--- src/hw/rtl/uges_pkg.sv ---
package uges_pkg;

   localparam int MAX_VERTICES = 64;
   localparam int VERT_W = 6;
   localparam int CNT_W = $clog2(MAX_VERTICES + 1);
   localparam int DEG_W = 6;
   localparam int EDGE_W = 11;
   localparam int KIND_W = 2;
   localparam int VCOUNT_W = 7;

   localparam logic [VCOUNT_W-1:0] VCOUNT_RESET = VCOUNT_W'(64);
   localparam logic [CNT_W-1:0] VCOUNT_MAX = CNT_W'(MAX_VERTICES);

   localparam logic [KIND_W-1:0] KIND_INSERT = 2'd0;
   localparam logic [KIND_W-1:0] KIND_REMOVE = 2'd1;

   typedef struct packed {
      logic clear;
      logic capture;
      logic rd_a;
      logic upd_a;
      logic upd_b;
      logic scan_init;
      logic scan_rd;
      logic load_rsp;
   } uges_cmd_type;

   typedef struct packed {
      logic clear_last;
      logic bad;
      logic scan_done;
      logic rsp_busy;
   } uges_status_type;

endpackage

--- src/hw/rtl/uges_ctrl.sv ---
module uges_ctrl import uges_pkg::*; (
   input  logic            clock,
   input  logic            reset,
   input  logic            req_valid,
   output logic            req_ready,
   input  uges_status_type status,
   output uges_cmd_type    cmd
);

   typedef enum logic [3:0] {
      ST_CLEAR,
      ST_IDLE,
      ST_READ_A,
      ST_UPD_A,
      ST_UPD_B,
      ST_SCAN_INIT,
      ST_SCAN,
      ST_SCAN_END,
      ST_DONE
   } state_type;

   state_type state_ff, state_in;

   always_comb begin
      state_in = state_ff;
      cmd = '0;
      unique case (state_ff)
         ST_CLEAR: begin
            cmd.clear = 1'b1;
            if (status.clear_last) state_in = ST_IDLE;
         end
         ST_IDLE: begin
            if (req_valid) begin
               cmd.capture = 1'b1;
               state_in = ST_READ_A;
            end
         end
         ST_READ_A: begin
            cmd.rd_a = 1'b1;
            state_in = status.bad ? ST_SCAN_INIT : ST_UPD_A;
         end
         ST_UPD_A: begin
            cmd.upd_a = 1'b1;
            state_in = ST_UPD_B;
         end
         ST_UPD_B: begin
            cmd.upd_b = 1'b1;
            state_in = ST_SCAN_INIT;
         end
         ST_SCAN_INIT: begin
            cmd.scan_init = 1'b1;
            state_in = ST_SCAN;
         end
         ST_SCAN: begin
            if (status.scan_done) state_in = ST_SCAN_END;
            else cmd.scan_rd = 1'b1;
         end
         ST_SCAN_END: begin
            state_in = ST_DONE;
         end
         ST_DONE: begin
            if (!status.rsp_busy) begin
               cmd.load_rsp = 1'b1;
               state_in = ST_IDLE;
            end
         end
         default: state_in = ST_IDLE;
      endcase
   end

   assign req_ready = (state_ff == ST_IDLE);

   always_ff @(posedge clock) begin
      if (reset) state_ff <= ST_CLEAR;
      else state_ff <= state_in;
   end

endmodule

--- config.mk ---
export PLATFORM = sky130hd
export DESIGN_NAME = uges_ctrl
export DESIGN_NICKNAME = d
export VERILOG_FILES = /design/src/hw/rtl/uges_pkg.sv /design/src/hw/rtl/uges_ctrl.sv
export SDC_FILE = /design/constraint.sdc
export NUM_CORES = 1
export LEC_CHECK = 0
export BUFFER_PORTS_ARGS = -buffer_cell sky130_fd_sc_hd__buf_2
export CAP_MARGIN = 10
export CORE_AREA = 4 4 41 43
export DETAILED_ROUTE_END_ITERATION = 10
export DIE_AREA = 0 0 45 47
export PLACE_DENSITY_LB_ADDON = 0.1
export SLEW_MARGIN = 20
export SYNTH_ARGS = -nofsm -noshare
export SYNTH_HDL_FRONTEND = slang
export SYNTH_SLANG_ARGS = --single-unit
--- constraint.sdc ---
create_clock -name clock -period 1.12 [get_ports clock]
set_input_delay 0.224 -clock clock [delete_from_list [all_inputs] [get_ports clock]]
set_output_delay 0.224 -clock clock [all_outputs]
set_load 0.05 [all_outputs]
# == Word-level counts from Yosys, hierarchy flattened ==
# Index checks and enable logic that the tools add are counted.
# word_totals
register_bits,4
input_bits,7
output_inout_bits,9
wordCells,32
# op_classes
n_eq_ne,12
muxes,17
n_reduce_logical,2
# op_table
operator,n
$pmux 4 s9,1
$eq 4x3->1 const B,4
$mux 4,4
$mux 1,11
$eq 4x2->1 const B,2
$ne 2x2->1 const B,4
$eq 4x1->1 const B,1
$eq 4x4->1 const B,1
$logic_not 4->1,1
$reduce_and 4->1,1
$mux 3,1

# == Longest topological paths before layout ==
# depth
word_depth,3
mapped_depth,5
depth_no_buf,4

# == Least setup slack after synthesis ==
# Ideal clock, no wire load.
# synth_path
kind,register -> output
from,reg state_ff[1]
to,out cmd[6] in the netlist's numbering
arrival_time_ns,2.411
required_time_ns,0.896
path_slack_ns,-1.515
stages_incl_launch_ff,5
path_buffers,1
cell_sequence,dfxtp_1 -> buf_4 -> or2b_2 -> nor3_1 -> and2_1
# synth_rtl
element,line_no,rtl
from (decl),uges_ctrl.sv:22,"state_type state_ff, state_in;"
from (signal assigned),uges_ctrl.sv:75,else state_ff <= state_in;
to (decl),uges_ctrl.sv:7,output uges_cmd_type cmd

==> impl_metrics.toml <==
[clock_tree]
cts_tree = "built"
cts_hold_buf = 0
cts_max_path_buffers = 2
ctsHtreeMaxLevel = 1
clkSinkCount = 4
path_clk_slew_ns = 0.04
clk_latency_ns = 0.23
cts_root_buf = "clkbuf_4"
cts_inserted_buffers = 3

[sta]
worst_slack_ns = -0.414
slew-limit-headroom_pct = 83.1
drv_slew = 0
setup_viol_count_final = 11
hold_viol_final = 0
tightest_slew_ns = 0.253
hold_ws_ns = 0.241
fmax_mhz = 652
min_period_ns = 1.53
finClkSkew_ns = 0.00193
rsz0062_at_grt = "yes"
final.period_utilization_pct = 137

[power]
power.leakage_nw = 0.396
peakVddDrop_uv = 645
powerDensity_nw_per_um2 = 1120
p_total_mw = 0.983

[global_routing]
overflow = 0
grt_max_degree = 7
grt_use_total_pct = 13.2
grt_pass1_wl_mm = 2.01
grt_pass1_vias = 462
antenna_found_initial = 0

[logic_synthesis]
synth_area_um2 = 344
ys_ff_latch = 4
syn-num-nets = 52
ys_types = 25
syn_avg_cell_area_um2 = 7.65
synth.yosys.seq_area_share_pct = 23.3
syn_inst = 45
yosysWarnings = 0

[placement]
dp_cells = 91
pre_cts_ws_ns = -0.331
port_buffers = 15
hpwl_um = 829
gp_congestion = 0.737

[routing]
vias_per_cell = 4.67
drt_wl_total_mm = 1.27
ant_nets = 0
first_pass_iters = 2
drt_iter0_drc = 4
drc = 0
vias = 467
post_drt_wl_per_cell_um = 12.7

[finish]
final_common_cell = "buf_4"
final_cell_mix = "17 x buf_4, 13 x buf_6, 6 x buf_2, 5 x nor3_4, 5 x nor2_1"
final_cell_count_no_fill = 100
largest_reg_flops = 4
regMostFlops = "state_ff"
antenna_cells = 0
reg.largest.list = "state_ff (4)"
drive_gt1_share_pct = 76.5
area_growth_pct = 155
nets = 94

[setup_path]
endpoint = "cmd[6]"
crit_fanout = 6
cp-end-kind = "output pin"
reg2reg_to = "state_ff[1]"
crit_type = "reg2out"
worstPathArrival_ns = 1.31
required_ns = 0.90
rrSetupSlack_ns = -0.27
rr_startpoint = "state_ff[0]"
critPathLaunch = "state_ff[0]"
reg2reg_depth = 5
startpoint_type = "flop"

[run_status]
violations = "negative setup slack"
outcome = "complete, but fails checks"

[floorplanning]
initial_utilization_pct = 26.4
core_area_um2 = 1300
io_pins = 16
die_area_um2 = 2120
num_rows = 13
dieHeight_um = 47
die_x_um = 45

[run]
maxCapViolCount = 0

[hold_path]
holdCritPathClass = "in2reg"
## through the flow
step	instance area [um2]	util [%]	setup TNS, ns
final	878	67.5	-3.55
after global placement	633	48.7	-2.36
after CTS	813	62.5	-3.65
after detailed placement	633	48.7	-2.38
after floorplan	427	-	-3.28
after global routing	878	67.5	-4.24
## cell families (layout without fill, tap and decap cells)
kind of cell	count (synthesis)	count (layout)	share of synthesized area [%]
buf+inv	6	46	14.5
flops	4	4	23.3
simple gates	26	26	42.9
compound gates	9	9	19.3
## worst min path at each step
stage | startpoint | end | slack, ns | depth (start not counted)
2_1_floorplan | reset | state_ff[3] | 0.29 | 1
3_3_place_gp | reset | state_ff[3] | 0.46 | 2
3_5_place_dp | reset | state_ff[3] | 0.46 | 2
4_1_cts | reset | state_ff[3] | 0.21 | 2
5_1_grt | reset | state_ff[0] | 0.26 | 2
6_report | reset | state_ff[0] | 0.24 | 2
## where the power goes
part / total (mW) / internal (mW) / switching [mW]
logic: 0.627 / 0.312 / 0.315
clock network: 0.169 / 0.119 / 0.0502
registers: 0.186 / 0.160 / 0.0261
total: 0.983 / 0.592 / 0.391
## synthesized netlist by cell type
library cell / count / area (um2)
o31ai_1: 1 / 7.51
nand2b_1: 2 / 12.5
or2b_2: 1 / 8.76
nor4b_1: 1 / 8.76
inv_1: 2 / 7.51
a21oi_1: 2 / 10.0
o21ai_0: 1 / 5.00
nor3b_1: 1 / 7.51
dfxtp_1: 4 / 80.1
and2_1: 1 / 6.26
a31oi_1: 1 / 6.26
a221oi_1: 1 / 8.76
o21ai_1: 1 / 5.00
nor4_1: 1 / 6.26
nor2b_1: 2 / 12.5
clkbuf_8: 2 / 27.5
and3b_1: 1 / 8.76
nand2b_2: 1 / 8.76
nand2_1: 1 / 3.75
o41ai_2: 1 / 16.3
nor2_1: 6 / 22.5
buf_4: 2 / 15.0
nor3_1: 7 / 35.0
o21a_1: 1 / 7.51
or3_1: 1 / 6.26
## timing repair
action / CTS / global route
resized for setup: 34 / 12
setup buffers: 5 / 3
pin swaps: 5 / 7
cloned: 0 / 0
setup endpoints to repair: 12 / 11
## routing by layer
layer	GRT usage (%)	up-vias	part of all wire, %
li1	-	243	-
met1	16.0	215	41
met2	23.2	9	56
met3	3.45	0	3.3
met4	3.51	0	0
met5	0	-	0
## critical path, cell delays in order (launching register included)
cell and delay, ns:
dfxtp_4 0.37, or2b_4 0.29, nor3_4 0.13, and2_4 0.17, buf_8 0.13
## area by class of cell
cell class / instances / area (um2)
flip-flops and latches: 4 / 95.1
multi-input cells: 35 / 345
fillers: 118 / 423
repair buffers: 41 / 389
well taps: 15 / 18.8
inverters: 2 / 7.51
clock buffers: 3 / 22.5
(Power assumes the default switching activity.)
